--- src/rtl/sfmc_pkg.sv ---
package sfmc_pkg;

  // Field widths.
  localparam int NUM_CHANNELS = 4;
  localparam int CH_W         = 2;
  localparam int SAMPLE_W     = 10;
  localparam int LEVEL_W      = 10;
  localparam int FRAC_W       = 16;
  localparam int FILT_W       = LEVEL_W + FRAC_W;
  localparam int TIME_W       = 32;
  localparam int STEP_W       = 4;
  localparam int PCT_W        = 7;
  localparam int THR_W        = 10;
  localparam int DELAY_W      = 16;
  localparam int CFG_W        = 16;
  localparam int CFG_IDX_W    = 1;
  localparam int BOOT_LEN_W   = 12;

  // Configuration register indexes.
  localparam logic [CFG_IDX_W-1:0] CFG_THRESHOLD  = 1'd0;
  localparam logic [CFG_IDX_W-1:0] CFG_ANIM_DELAY = 1'd1;

  // Register reset values.
  localparam logic [THR_W-1:0]   THRESHOLD_RESET  = 10'd8;
  localparam logic [DELAY_W-1:0] ANIM_DELAY_RESET = 16'd50;

  // Filter coefficients: 0.9 and 0.1 scaled by 2^16.
  localparam int COEF_OLD_W = 16;
  localparam int COEF_NEW_W = 13;
  localparam logic [COEF_OLD_W-1:0] COEF_OLD = 16'd58982;
  localparam logic [COEF_NEW_W-1:0] COEF_NEW = 13'd6554;

  // Mode machine constants.
  localparam logic [STEP_W-1:0] BOOT_STEPS     = 4'd13;
  localparam logic [STEP_W-1:0] BOOT_SHOW_STEP = 4'd12;
  localparam logic [CH_W-1:0]   MASTER_CH      = 2'd3;
  localparam logic [TIME_W-1:0] CHANGED_TIMEOUT_MS = 32'd4000;
  localparam logic [TIME_W-1:0] MASTER_HOLD_MS     = 32'd3000;
  localparam logic [PCT_W-1:0]  PCT_MAX            = 7'd100;

  // Result queue depth.
  localparam int FIFO_DEPTH = 4;
  localparam int PTR_W      = 2;
  localparam int CNT_W      = 3;

  typedef enum logic [1:0] {
    MODE_BOOT    = 2'd0,
    MODE_MASTER  = 2'd1,
    MODE_CHANGED = 2'd2,
    MODE_IDLE    = 2'd3
  } mode_t;

  // One filtered sample handed from the filter stage to the scan controller.
  typedef struct packed {
    logic [CH_W-1:0]    ch;
    logic [LEVEL_W-1:0] level;
    logic               priming;
    logic               last;
    logic [TIME_W-1:0]  now;
  } filt_item_t;

  // One scan result waiting in the queue for the percent stage.
  typedef struct packed {
    mode_t              mode;
    logic [STEP_W-1:0]  step;
    logic               shown;
    logic [CH_W-1:0]    ch;
    logic [LEVEL_W-1:0] level;
    logic               tick;
  } scan_result_t;

  // Duration of each boot step in milliseconds.
  function automatic logic [BOOT_LEN_W-1:0] boot_len(input logic [STEP_W-1:0] step);
    logic [BOOT_LEN_W-1:0] len;
    case (step) inside
      [4'd0:4'd7]:        len = 12'd800;
      4'd8:               len = 12'd1000;
      4'd9, 4'd10, 4'd11: len = 12'd500;
      default:            len = 12'd3000;
    endcase
    return len;
  endfunction

endpackage

--- src/rtl/sfmc_if.sv ---
// Sample channel: one slider reading per transaction.
interface sfmc_sample_if;
  logic                           valid;
  logic                           ready;
  logic [sfmc_pkg::CH_W-1:0]      channel;
  logic [sfmc_pkg::SAMPLE_W-1:0]  sample;
  logic                           last_of_scan;
  logic [sfmc_pkg::TIME_W-1:0]    now_ms;

  modport source (output valid, channel, sample, last_of_scan, now_ms, input ready);
  modport sink   (input valid, channel, sample, last_of_scan, now_ms, output ready);
endinterface

// Result channel: one display state per completed scan.
interface sfmc_result_if;
  logic                         valid;
  logic                         ready;
  logic [1:0]                   mode;
  logic [sfmc_pkg::STEP_W-1:0]  boot_step;
  logic                         shown_valid;
  logic [sfmc_pkg::CH_W-1:0]    shown_channel;
  logic [sfmc_pkg::PCT_W-1:0]   shown_percent;
  logic                         anim_tick;

  modport source (output valid, mode, boot_step, shown_valid, shown_channel, shown_percent,
                  anim_tick, input ready);
  modport sink   (input valid, mode, boot_step, shown_valid, shown_channel, shown_percent,
                  anim_tick, output ready);
endinterface

--- src/rtl/sfmc_filter.sv ---
module sfmc_filter (
  input  logic                          clk,
  input  logic                          rst,
  input  logic                          accept,
  input  logic [sfmc_pkg::CH_W-1:0]     ch,
  input  logic [sfmc_pkg::SAMPLE_W-1:0] sample,
  input  logic                          last,
  input  logic [sfmc_pkg::TIME_W-1:0]   now,
  input  logic                          take,
  output logic                          item_valid,
  output sfmc_pkg::filt_item_t          item
);

  localparam int PROD_OLD_W = sfmc_pkg::FILT_W + sfmc_pkg::COEF_OLD_W;
  localparam int PROD_NEW_W = sfmc_pkg::SAMPLE_W + sfmc_pkg::COEF_NEW_W;

  logic [sfmc_pkg::FILT_W-1:0] filt [sfmc_pkg::NUM_CHANNELS];
  logic                        primed;
  logic [sfmc_pkg::FILT_W-1:0] f_old;
  logic [PROD_OLD_W-1:0]       prod_old;
  logic [PROD_NEW_W-1:0]       prod_new;
  logic [sfmc_pkg::FILT_W-1:0] filt_next;

  // Exponential filter: 0.9 of the old level plus 0.1 of the sample, truncated once.
  assign f_old    = filt[ch];
  assign prod_old = {{sfmc_pkg::COEF_OLD_W{1'b0}}, f_old}
                  * {{sfmc_pkg::FILT_W{1'b0}}, sfmc_pkg::COEF_OLD};
  assign prod_new = {{sfmc_pkg::COEF_NEW_W{1'b0}}, sample}
                  * {{sfmc_pkg::SAMPLE_W{1'b0}}, sfmc_pkg::COEF_NEW};

  // The priming scan loads the sample directly.
  always_comb begin
    if (!primed) begin
      filt_next = {sample, {sfmc_pkg::FRAC_W{1'b0}}};
    end else begin
      filt_next = prod_old[PROD_OLD_W-1:sfmc_pkg::FRAC_W]
                + {{(sfmc_pkg::FILT_W-PROD_NEW_W){1'b0}}, prod_new};
    end
  end

  // Filter state and the stage valid flag.
  always_ff @(posedge clk) begin
    if (rst) begin
      item_valid <= 1'b0;
      primed     <= 1'b0;
      for (int i = 0; i < sfmc_pkg::NUM_CHANNELS; i++) begin
        filt[i] <= '0;
      end
    end else begin
      item_valid <= accept || (item_valid && !take);
      if (accept) begin
        filt[ch] <= filt_next;
        if (last) begin
          primed <= 1'b1;
        end
      end
    end
  end

  // Stage payload.
  always_ff @(posedge clk) begin
    if (accept) begin
      item.ch      <= ch;
      item.level   <= filt_next[sfmc_pkg::FILT_W-1:sfmc_pkg::FRAC_W];
      item.priming <= !primed;
      item.last    <= last;
      item.now     <= now;
    end
  end

endmodule

--- src/rtl/sfmc_scan_ctrl.sv ---
module sfmc_scan_ctrl (
  input  logic                           clk,
  input  logic                           rst,
  input  logic                           cfg_we,
  input  logic [sfmc_pkg::CFG_IDX_W-1:0] cfg_index,
  input  logic [sfmc_pkg::CFG_W-1:0]     cfg_data,
  input  logic                           item_valid,
  input  sfmc_pkg::filt_item_t           item,
  input  logic                           fifo_full,
  output logic                           take,
  output logic                           push,
  output sfmc_pkg::scan_result_t         push_data
);

  logic [sfmc_pkg::LEVEL_W-1:0] reported  [sfmc_pkg::NUM_CHANNELS];
  logic [sfmc_pkg::LEVEL_W-1:0] level_now [sfmc_pkg::NUM_CHANNELS];
  logic [sfmc_pkg::LEVEL_W-1:0] level_next[sfmc_pkg::NUM_CHANNELS];
  logic                         scan_changed;
  logic [sfmc_pkg::CH_W-1:0]    chg_idx;
  logic                         chg_valid;
  sfmc_pkg::mode_t              mode;
  logic [sfmc_pkg::STEP_W-1:0]  step;
  logic [sfmc_pkg::TIME_W-1:0]  boot_mark;
  logic [sfmc_pkg::TIME_W-1:0]  act_mark;
  logic [sfmc_pkg::TIME_W-1:0]  anim_mark;
  logic [sfmc_pkg::THR_W-1:0]   threshold;
  logic [sfmc_pkg::DELAY_W-1:0] anim_delay;

  logic                         closing;
  logic [sfmc_pkg::LEVEL_W-1:0] rep_old;
  logic [sfmc_pkg::LEVEL_W-1:0] diff;
  logic                         hit;
  logic                         sc;
  logic [sfmc_pkg::CH_W-1:0]    chg_idx_next;
  logic                         chg_valid_next;
  logic [sfmc_pkg::TIME_W-1:0]  el_boot;
  logic [sfmc_pkg::TIME_W-1:0]  el_act;
  logic [sfmc_pkg::TIME_W-1:0]  el_anim;
  sfmc_pkg::mode_t              mode_a;
  sfmc_pkg::mode_t              mode_next;
  logic [sfmc_pkg::STEP_W-1:0]  step_next;
  logic [sfmc_pkg::TIME_W-1:0]  boot_mark_next;
  logic [sfmc_pkg::TIME_W-1:0]  act_mark_next;
  logic [sfmc_pkg::TIME_W-1:0]  anim_mark_next;
  logic                         shown;
  logic [sfmc_pkg::CH_W-1:0]    shown_ch;
  logic [sfmc_pkg::LEVEL_W-1:0] shown_level;
  logic                         tick;

  // A closing transaction of a primed scan needs a queue slot.
  assign closing = item.last && !item.priming;
  assign take    = item_valid && !(closing && fifo_full);
  assign push    = take && closing;

  // Movement detection against the last reported value, off while booting.
  assign rep_old = reported[item.ch];
  assign diff    = (item.level > rep_old) ? (item.level - rep_old) : (rep_old - item.level);
  assign hit     = !item.priming && (mode != sfmc_pkg::MODE_BOOT) && (diff > threshold);
  assign sc      = scan_changed || hit;
  assign chg_idx_next   = hit ? item.ch : chg_idx;
  assign chg_valid_next = chg_valid || hit;

  // Elapsed times since each mark.
  assign el_boot = item.now - boot_mark;
  assign el_act  = item.now - act_mark;
  assign el_anim = item.now - anim_mark;

  // Channel values including this transaction's update.
  always_comb begin
    for (int i = 0; i < sfmc_pkg::NUM_CHANNELS; i++) begin
      level_next[i] = level_now[i];
    end
    level_next[item.ch] = item.level;
  end

  // End-of-scan mode machine.
  always_comb begin
    mode_a         = mode;
    step_next      = step;
    boot_mark_next = boot_mark;
    act_mark_next  = act_mark;
    anim_mark_next = anim_mark;
    shown          = 1'b0;
    shown_ch       = '0;
    shown_level    = '0;
    tick           = 1'b0;

    // Movement restarts the changed display; a quiet changed display times out.
    if (sc) begin
      act_mark_next = item.now;
      mode_a        = sfmc_pkg::MODE_CHANGED;
    end else if (mode == sfmc_pkg::MODE_CHANGED && el_act > sfmc_pkg::CHANGED_TIMEOUT_MS) begin
      mode_a         = sfmc_pkg::MODE_IDLE;
      anim_mark_next = item.now;
    end
    mode_next = mode_a;

    unique case (mode_a)
      sfmc_pkg::MODE_BOOT: begin
        if (step < sfmc_pkg::BOOT_STEPS &&
            el_boot >= {{(sfmc_pkg::TIME_W-sfmc_pkg::BOOT_LEN_W){1'b0}},
                        sfmc_pkg::boot_len(step)}) begin
          step_next      = step + 4'd1;
          boot_mark_next = item.now;
        end
        if (step_next == sfmc_pkg::BOOT_SHOW_STEP) begin
          shown       = 1'b1;
          shown_ch    = sfmc_pkg::MASTER_CH;
          shown_level = level_next[sfmc_pkg::MASTER_CH];
        end else if (step_next >= sfmc_pkg::BOOT_STEPS) begin
          mode_next     = sfmc_pkg::MODE_MASTER;
          act_mark_next = item.now;
        end
      end
      sfmc_pkg::MODE_MASTER: begin
        shown       = 1'b1;
        shown_ch    = sfmc_pkg::MASTER_CH;
        shown_level = level_next[sfmc_pkg::MASTER_CH];
        if (el_act >= sfmc_pkg::MASTER_HOLD_MS) begin
          mode_next      = sfmc_pkg::MODE_IDLE;
          anim_mark_next = item.now;
        end
      end
      sfmc_pkg::MODE_CHANGED: begin
        if (chg_valid_next) begin
          shown       = 1'b1;
          shown_ch    = chg_idx_next;
          shown_level = level_next[chg_idx_next];
        end
      end
      sfmc_pkg::MODE_IDLE: begin
        // Entering idle in this scan sets the mark to now, so no tick then.
        if (mode == sfmc_pkg::MODE_IDLE &&
            el_anim > {{(sfmc_pkg::TIME_W-sfmc_pkg::DELAY_W){1'b0}}, anim_delay}) begin
          anim_mark_next = item.now;
          tick           = 1'b1;
        end
      end
      default: begin
      end
    endcase
  end

  assign push_data.mode  = mode_next;
  assign push_data.step  = step_next;
  assign push_data.shown = shown;
  assign push_data.ch    = shown_ch;
  assign push_data.level = shown_level;
  assign push_data.tick  = tick;

  // Controller state and configuration registers.
  always_ff @(posedge clk) begin
    if (rst) begin
      scan_changed <= 1'b0;
      chg_idx      <= '0;
      chg_valid    <= 1'b0;
      mode         <= sfmc_pkg::MODE_BOOT;
      step         <= '0;
      boot_mark    <= '0;
      act_mark     <= '0;
      anim_mark    <= '0;
      threshold    <= sfmc_pkg::THRESHOLD_RESET;
      anim_delay   <= sfmc_pkg::ANIM_DELAY_RESET;
      for (int i = 0; i < sfmc_pkg::NUM_CHANNELS; i++) begin
        reported[i]  <= '0;
        level_now[i] <= '0;
      end
    end else begin
      if (cfg_we) begin
        unique case (cfg_index)
          sfmc_pkg::CFG_THRESHOLD:  threshold  <= cfg_data[sfmc_pkg::THR_W-1:0];
          sfmc_pkg::CFG_ANIM_DELAY: anim_delay <= cfg_data[sfmc_pkg::DELAY_W-1:0];
          default: begin
          end
        endcase
      end
      if (take) begin
        level_now[item.ch] <= item.level;
        chg_idx            <= chg_idx_next;
        chg_valid          <= chg_valid_next;
        if (item.priming || hit) begin
          reported[item.ch] <= item.level;
        end
        if (item.last && item.priming) begin
          boot_mark <= item.now;
        end else if (item.last) begin
          scan_changed <= 1'b0;
          mode         <= mode_next;
          step         <= step_next;
          boot_mark    <= boot_mark_next;
          act_mark     <= act_mark_next;
          anim_mark    <= anim_mark_next;
        end else begin
          scan_changed <= sc;
        end
      end
    end
  end

endmodule

--- src/rtl/sfmc_queue.sv ---
module sfmc_queue (
  input  logic                   clk,
  input  logic                   rst,
  input  logic                   push,
  input  sfmc_pkg::scan_result_t push_data,
  input  logic                   pop,
  output sfmc_pkg::scan_result_t head,
  output logic                   empty,
  output logic                   full
);

  sfmc_pkg::scan_result_t         mem [sfmc_pkg::FIFO_DEPTH];
  logic [sfmc_pkg::PTR_W-1:0]     wr_ptr;
  logic [sfmc_pkg::PTR_W-1:0]     rd_ptr;
  logic [sfmc_pkg::CNT_W-1:0]     count;

  assign empty = (count == '0);
  assign full  = (count == sfmc_pkg::CNT_W'(sfmc_pkg::FIFO_DEPTH));
  assign head  = mem[rd_ptr];

  // Pointers and fill count.
  always_ff @(posedge clk) begin
    if (rst) begin
      wr_ptr <= '0;
      rd_ptr <= '0;
      count  <= '0;
    end else begin
      if (push) begin
        wr_ptr <= wr_ptr + sfmc_pkg::PTR_W'(1);
      end
      if (pop) begin
        rd_ptr <= rd_ptr + sfmc_pkg::PTR_W'(1);
      end
      if (push && !pop) begin
        count <= count + sfmc_pkg::CNT_W'(1);
      end else if (pop && !push) begin
        count <= count - sfmc_pkg::CNT_W'(1);
      end
    end
  end

  // Entry storage.
  always_ff @(posedge clk) begin
    if (push) begin
      mem[wr_ptr] <= push_data;
    end
  end

endmodule

--- src/rtl/sfmc_percent.sv ---
module sfmc_percent (
  input  logic                         clk,
  input  logic                         rst,
  input  sfmc_pkg::scan_result_t       head,
  input  logic                         empty,
  output logic                         pop,
  input  logic                         out_ready,
  output logic                         out_valid,
  output logic [1:0]                   mode,
  output logic [sfmc_pkg::STEP_W-1:0]  boot_step,
  output logic                         shown_valid,
  output logic [sfmc_pkg::CH_W-1:0]    shown_channel,
  output logic [sfmc_pkg::PCT_W-1:0]   shown_percent,
  output logic                         anim_tick
);

  localparam int X_W = 17;

  logic [X_W-1:0]            scaled;
  logic [X_W-1:0]            q_sum;
  logic [sfmc_pkg::PCT_W-1:0] pct;

  // Refill the output register when it is empty or being taken.
  assign pop = !empty && (!out_valid || out_ready);

  // (level*100 + 511) / 1023, dividing by 2^10-1 with the add-back trick.
  assign scaled = {{(X_W-sfmc_pkg::LEVEL_W){1'b0}}, head.level} * 17'd100 + 17'd511;
  assign q_sum  = scaled + (scaled >> 10) + 17'd1;
  assign pct    = q_sum[16:10];

  always_ff @(posedge clk) begin
    if (rst) begin
      out_valid <= 1'b0;
    end else if (pop) begin
      out_valid <= 1'b1;
    end else if (out_ready) begin
      out_valid <= 1'b0;
    end
  end

  // Output payload register.
  always_ff @(posedge clk) begin
    if (pop) begin
      mode          <= head.mode;
      boot_step     <= head.step;
      shown_valid   <= head.shown;
      shown_channel <= head.shown ? head.ch : '0;
      shown_percent <= head.shown ? pct : '0;
      anim_tick     <= head.tick;
    end
  end

endmodule

--- src/rtl/slider_filter_mode_controller.sv ---
// Slider filter and display mode controller.
// Samples arrive on the samples channel, one slider reading per transaction, with
// last_of_scan marking the final channel of a scan. Every sample is smoothed by a
// 0.9/0.1 exponential filter; each closing transaction of a scan runs movement
// detection and the display mode machine and yields one transaction on the results
// channel. The first scan after reset only primes the filters and yields nothing.
// Configuration is written through cfg_we/cfg_index/cfg_data: index 0 is the
// change threshold, index 1 the idle animation delay in milliseconds.
// Throughput is one sample per clock unless the front holds back. A result is loaded
// in turn into the filter stage register, a result queue entry and the percent output
// register, and it turns valid once that output register holds it.
// A four-entry result queue separates the front from the output register, so the
// front keeps taking samples while the receiver stalls; it holds back only when
// the queue is full and a closing sample waits for a slot.
// Synchronous reset clears the filters, the mode machine and the queue, and
// restores both configuration registers to their defaults.
module slider_filter_mode_controller (
  input  logic                           clk,
  input  logic                           rst,
  input  logic                           cfg_we,
  input  logic [sfmc_pkg::CFG_IDX_W-1:0] cfg_index,
  input  logic [sfmc_pkg::CFG_W-1:0]     cfg_data,
  sfmc_sample_if.sink                    samples,
  sfmc_result_if.source                  results
);

  logic                   accept;
  logic                   take;
  logic                   item_valid;
  sfmc_pkg::filt_item_t   item;
  logic                   push;
  sfmc_pkg::scan_result_t push_data;
  logic                   pop;
  sfmc_pkg::scan_result_t head;
  logic                   empty;
  logic                   full;

  // The filter stage moves on when it is empty or its item goes forward.
  assign samples.ready = !item_valid || take;
  assign accept        = samples.valid && samples.ready;

  sfmc_filter u_filter (
    .clk        (clk),
    .rst        (rst),
    .accept     (accept),
    .ch         (samples.channel),
    .sample     (samples.sample),
    .last       (samples.last_of_scan),
    .now        (samples.now_ms),
    .take       (take),
    .item_valid (item_valid),
    .item       (item)
  );

  sfmc_scan_ctrl u_scan_ctrl (
    .clk        (clk),
    .rst        (rst),
    .cfg_we     (cfg_we),
    .cfg_index  (cfg_index),
    .cfg_data   (cfg_data),
    .item_valid (item_valid),
    .item       (item),
    .fifo_full  (full),
    .take       (take),
    .push       (push),
    .push_data  (push_data)
  );

  sfmc_queue u_queue (
    .clk       (clk),
    .rst       (rst),
    .push      (push),
    .push_data (push_data),
    .pop       (pop),
    .head      (head),
    .empty     (empty),
    .full      (full)
  );

  sfmc_percent u_percent (
    .clk           (clk),
    .rst           (rst),
    .head          (head),
    .empty         (empty),
    .pop           (pop),
    .out_ready     (results.ready),
    .out_valid     (results.valid),
    .mode          (results.mode),
    .boot_step     (results.boot_step),
    .shown_valid   (results.shown_valid),
    .shown_channel (results.shown_channel),
    .shown_percent (results.shown_percent),
    .anim_tick     (results.anim_tick)
  );

endmodule

--- src/flat_wrapper.sv ---
// flat-port wrapper written by rule: the top's interface ports become plain ports
module slider_filter_mode_controller_flat 
  (clk, rst, cfg_we, cfg_index, cfg_data, samples_valid, samples_channel, samples_sample, samples_last_of_scan, samples_now_ms, samples_ready, results_valid, results_mode, results_boot_step, results_shown_valid, results_shown_channel, results_shown_percent, results_anim_tick, results_ready);
  sfmc_sample_if samples_i ();
  sfmc_result_if results_i ();
  input  logic clk;
  input  logic rst;
  input  logic cfg_we;
  input  logic [sfmc_pkg::CFG_IDX_W-1:0] cfg_index;
  input  logic [sfmc_pkg::CFG_W-1:0] cfg_data;
  input wire logic [$bits(samples_i.valid)-1:0] samples_valid;
  input wire logic [$bits(samples_i.channel)-1:0] samples_channel;
  input wire logic [$bits(samples_i.sample)-1:0] samples_sample;
  input wire logic [$bits(samples_i.last_of_scan)-1:0] samples_last_of_scan;
  input wire logic [$bits(samples_i.now_ms)-1:0] samples_now_ms;
  output wire logic [$bits(samples_i.ready)-1:0] samples_ready;
  output wire logic [$bits(results_i.valid)-1:0] results_valid;
  output wire logic [$bits(results_i.mode)-1:0] results_mode;
  output wire logic [$bits(results_i.boot_step)-1:0] results_boot_step;
  output wire logic [$bits(results_i.shown_valid)-1:0] results_shown_valid;
  output wire logic [$bits(results_i.shown_channel)-1:0] results_shown_channel;
  output wire logic [$bits(results_i.shown_percent)-1:0] results_shown_percent;
  output wire logic [$bits(results_i.anim_tick)-1:0] results_anim_tick;
  input wire logic [$bits(results_i.ready)-1:0] results_ready;
  assign samples_i.valid = samples_valid;
  assign samples_i.channel = samples_channel;
  assign samples_i.sample = samples_sample;
  assign samples_i.last_of_scan = samples_last_of_scan;
  assign samples_i.now_ms = samples_now_ms;
  assign samples_ready = samples_i.ready;
  assign results_valid = results_i.valid;
  assign results_mode = results_i.mode;
  assign results_boot_step = results_i.boot_step;
  assign results_shown_valid = results_i.shown_valid;
  assign results_shown_channel = results_i.shown_channel;
  assign results_shown_percent = results_i.shown_percent;
  assign results_anim_tick = results_i.anim_tick;
  assign results_i.ready = results_ready;
  slider_filter_mode_controller u_core (.clk(clk), .rst(rst), .cfg_we(cfg_we), .cfg_index(cfg_index), .cfg_data(cfg_data), .samples(samples_i), .results(results_i));
endmodule
--- config.mk ---
export PLATFORM = sky130hd
export DESIGN_NAME = slider_filter_mode_controller_flat
export DESIGN_NICKNAME = d
export VERILOG_FILES = /design/src/rtl/sfmc_pkg.sv /design/src/rtl/sfmc_if.sv /design/src/rtl/sfmc_filter.sv /design/src/rtl/sfmc_scan_ctrl.sv /design/src/rtl/sfmc_queue.sv /design/src/rtl/sfmc_percent.sv /design/src/rtl/slider_filter_mode_controller.sv /design/src/flat_wrapper.sv
export SDC_FILE = /design/constraint.sdc
export NUM_CORES = 2
export LEC_CHECK = 0
export ABC_AREA = 1
export BUFFER_PORTS_ARGS = -buffer_cell sky130_fd_sc_hd__buf_2
export CORE_MARGIN = 4
export CORE_UTILIZATION = 45
export CTS_CLUSTER_DIAMETER = 150
export DETAILED_ROUTE_END_ITERATION = 8
export PLACE_DENSITY = 0.57
export SYNTH_ARGS = -nofsm -noshare
export SYNTH_HDL_FRONTEND = slang
export SYNTH_SLANG_ARGS = --single-unit
--- constraint.sdc ---
create_clock -name clk -period 12.65 [get_ports clk]
set_input_delay 0.6325 -clock clk [delete_from_list [all_inputs] [get_ports clk]]
set_output_delay 0.6325 -clock clk [all_outputs]
set_load 0.01 [all_outputs]
==> run summary <==
==================================================================================
Largest buffer count on any clock path                                           3
Die outline area                                                        93920 um^2
Final HPWL from detailed placement                                        84710 um
Final weighted congestion in routability-driven placement                   0.9285
Antenna violations before repair                                                 6
Total global routing track utilization                                      23.14%
Data arrival time of the worst path                                       10.73 ns
Clock sink count                                                               473
Max-cap violation count                                                          0
Most common cell after layout, fill and taps aside                         nand2_1
Syn Area/Cell                                                           7.842 um^2
Total setup buffers inserted after CTS                                           0
Synth-to-layout area growth                                                 8.673%
Run status                                                            finished, final reports clean
Fraction of registers with async set/reset                                      0%
Count of H-tree levels built during CTS                                          2
Die extent in x                                                           306.5 um
Post-synthesis instance total                                                 5112
Final Setup Violations                                                           0
Detail Route Antenna Nets                                                        0
Post-DR wirelength/cell                                                   17.10 um
Number of global-route vias before repair                                    32470
DIE HEIGHT                                                                306.5 um
Synthesis warning total                                                          0
Worst path most repeated cell                                                inv_1
DR vias/cell                                                                 5.205
# IOs                                                                           86
First-pass GRT wire length                                               175000 um
# port buffers                                                                  85
Final hold violation count                                                       0
Clock latency of the later-clocked register in the worst-skew pair         0.64 ns
Filler cells                                                                  8922
Maximum cell stage delay along the critical path                           0.78 ns
Number of enable-type register cells in the synthesized netlist                327
#FFs+latches synth                                                             473
Actual transition at the worst max-transition pin                         1.193 ns
Number of nets in the layout                                                  5843
Via count                                                                    33170
Share of final-layout standard cells stronger than drive strength 1         5.440%
Core area                                                               88370 um^2
Total congestion overflow                                                        0
Kind of start point of the critical path                              primary input
Aggregate routed wire length                                             109000 um
Number of hold-repair buffers added at the cts stage                             0
First-pass iteration count of the detailed router                                5
Setup repair after global routing missed its margin                          false
Netlist Area Pre-Place                                                  40090 um^2
Maximum frequency from static timing analysis                          0.09750 GHz
Final count of pins violating max slew                                           0
Crit Path Class                                                       primary input to flip-flop
Starting density of the core                                                45.36%
TritonCTS clock tree                                                         built
Shortest period the worst path allows                                     10.26 ns
Number of design rule violations left after detail routing                       0
Clock-pin slew on the worst setup and hold paths                           0.06 ns
Distinct cells, synth                                                           62
Most frequent cells in the layout                                     1013 x nand2_1, 880 x inv_1, 580 x nor2_1
Share of the clock period used by the worst path after layout               81.08%
Post-synth top flop                                                       edfxtp_1
Clock skew                                                              0.04672 ns
Critical-path cell with the highest stage delay                              inv_2
Type of the worst min-delay path                                      primary input to flip-flop
Total CTS buffers                                                               52
CP required                                                               13.13 ns
Setup TNS after final layout                                                  0 ns
Pin count of the biggest net entering global routing                           102
Worst-case headroom to the max-slew limit                                   20.39%
Post-synth net total                                                          5797
Top fanout value on the critical path                                           56
Standard-cell row count                                                        109
Critical path endpoint category                                          flip-flop
Proportion of synthesized chip area in sequential cells                     31.79%
Clock root buffer                                                        clkbuf_16
Post-cts gate resize count                                                       0
DRC violation total after the first TritonRoute iteration                     2070
==================================================================================
[metrics by stage]
step / area [um^2] / utilization, % / cells / worst slack [ns] / hold slack, ns
6_report: 43570 / 49.30 / 6372 / 2.393 / 0.1930
5_1_grt: 43550 / 49.28 / 6367 / 1.690 / 0.1654
4_1_cts: 43550 / 49.28 / 6367 / 2.464 / 0.1536
3_5_place_dp: 41810 / 47.31 / 6269 / 1.789 / 0.4532
3_3_place_gp: 41810 / 47.31 / 6269 / 1.922 / 0.4471
2_1_floorplan: 40090 / - / 5112 / 3.821 / 0.4353
[metal layers]
layer / part of all wire, % / global-route usage, %
met2: 48 / 39.94
met4: 3.8 / 8.034
met5: 0 / 0
met3: 4.2 / 2.121
met1: 44 / 30.53
[synthesized netlist by cell type, types with 8 or more instances]
cell	instances	share of area, %
inv_1	883	8.3
o21bai_1	11	0.21
nand3_1	163	2.0
ha_1	426	13
o21a_1	12	0.22
and2_1	10	0.16
nor2_1	584	5.5
a31oi_1	11	0.17
a32oi_1	32	0.70
nor2_2	8	0.12
nand4_1	72	1.1
o22ai_1	34	0.53
buf_2	16	0.20
xor2_1	90	2.0
a21o_1	15	0.28
fa_1	192	9.6
o211ai_1	43	0.81
a21oi_1	389	4.9
o21ai_0	304	3.8
nor3_1	33	0.41
clkbuf_1	105	0.98
nand2_1	1016	9.5
dfxtp_1	146	7.3
edfxtp_1	327	24
nand3b_1	17	0.32
buf_1	15	0.14
nor4_1	8	0.12
xnor2_1	47	1.0
or2_2	17	0.27
[final timing paths]
kind                                          from                          endpoint  slack, ns  cells after the start
hold reg to reg   u_core.u_scan_ctrl.boot_mark[17]  u_core.u_scan_ctrl.boot_mark[17]       0.46                      2
hold / removal                  samples_now_ms[15]          u_core.u_filter.item[15]       0.19                      1
setup / recovery                samples_channel[0]       u_core.u_filter.filt[1][21]       2.39                     38
setup reg to reg        u_core.u_filter.filt[1][8]       u_core.u_filter.filt[1][21]       3.33                     35
[worst max-delay path, delay by kind of cell]
| kind | cells | cell delay (ns) |
|---|---|---|
| buffers and inverters | 10 | 1.77 |
| and+or+nand+nor | 6 | 0.87 |
| adders and majority gates | 8 | 3.88 |
| xor gates and xnor gates | 1 | 0.16 |
| AOI/OAI and AO/OA | 13 | 3.38 |
[flip-flops by register name (all words and copies together), names as in the netlist, 3 cells and up, named ones only]
| signal | flops |
|---|---|
| u_core.u_filter.item | 46 |
| u_core.u_queue.mem | 80 |
| u_core.u_scan_ctrl.act_mark | 32 |
| u_core.u_scan_ctrl.anim_mark | 32 |
| u_core.u_scan_ctrl.boot_mark | 32 |
| u_core.u_percent.boot_step | 4 |
| u_core.u_scan_ctrl.reported | 40 |
| u_core.u_scan_ctrl.threshold | 10 |
| u_core.u_scan_ctrl.anim_delay | 16 |
| u_core.u_queue.count | 3 |
| u_core.u_percent.shown_percent | 7 |
| u_core.u_scan_ctrl.step | 4 |
| u_core.u_scan_ctrl.level_now | 40 |
| u_core.u_filter.filt | 104 |
[cell families after synthesis]
kind of cell             after synthesis  share of synthesized area, %
AND/OR/NAND/NOR                     1944                         19.88
buffers and inverters               1038                         9.816
AO/OA/AOI/OAI                        898                         12.52
adder cells (fa/ha/maj)              618                         22.88
flip-flops                           473                         31.79
XOR/XNOR                             138                         3.034
multiplexers                           3                       0.07491
[final cells by class]
cell class                      count  area [um^2]  area share [%]
Antenna cell                        5        12.51         0.02872
Inverter                          897         3368           7.731
Clock buffer                       64         1386           3.182
Timing Repair Buffer              133        785.8           1.804
Tap cell                         1165         1458           3.346
Sequential cell                   473        12740           29.25
Multi-Input combinational cell   3601        23460           53.84
Clock inverter                     34        355.3          0.8156
Power is left out: the tool's default activity adds up to more than one toggle a clock period on the data nets, which glitch-free logic cannot reach.
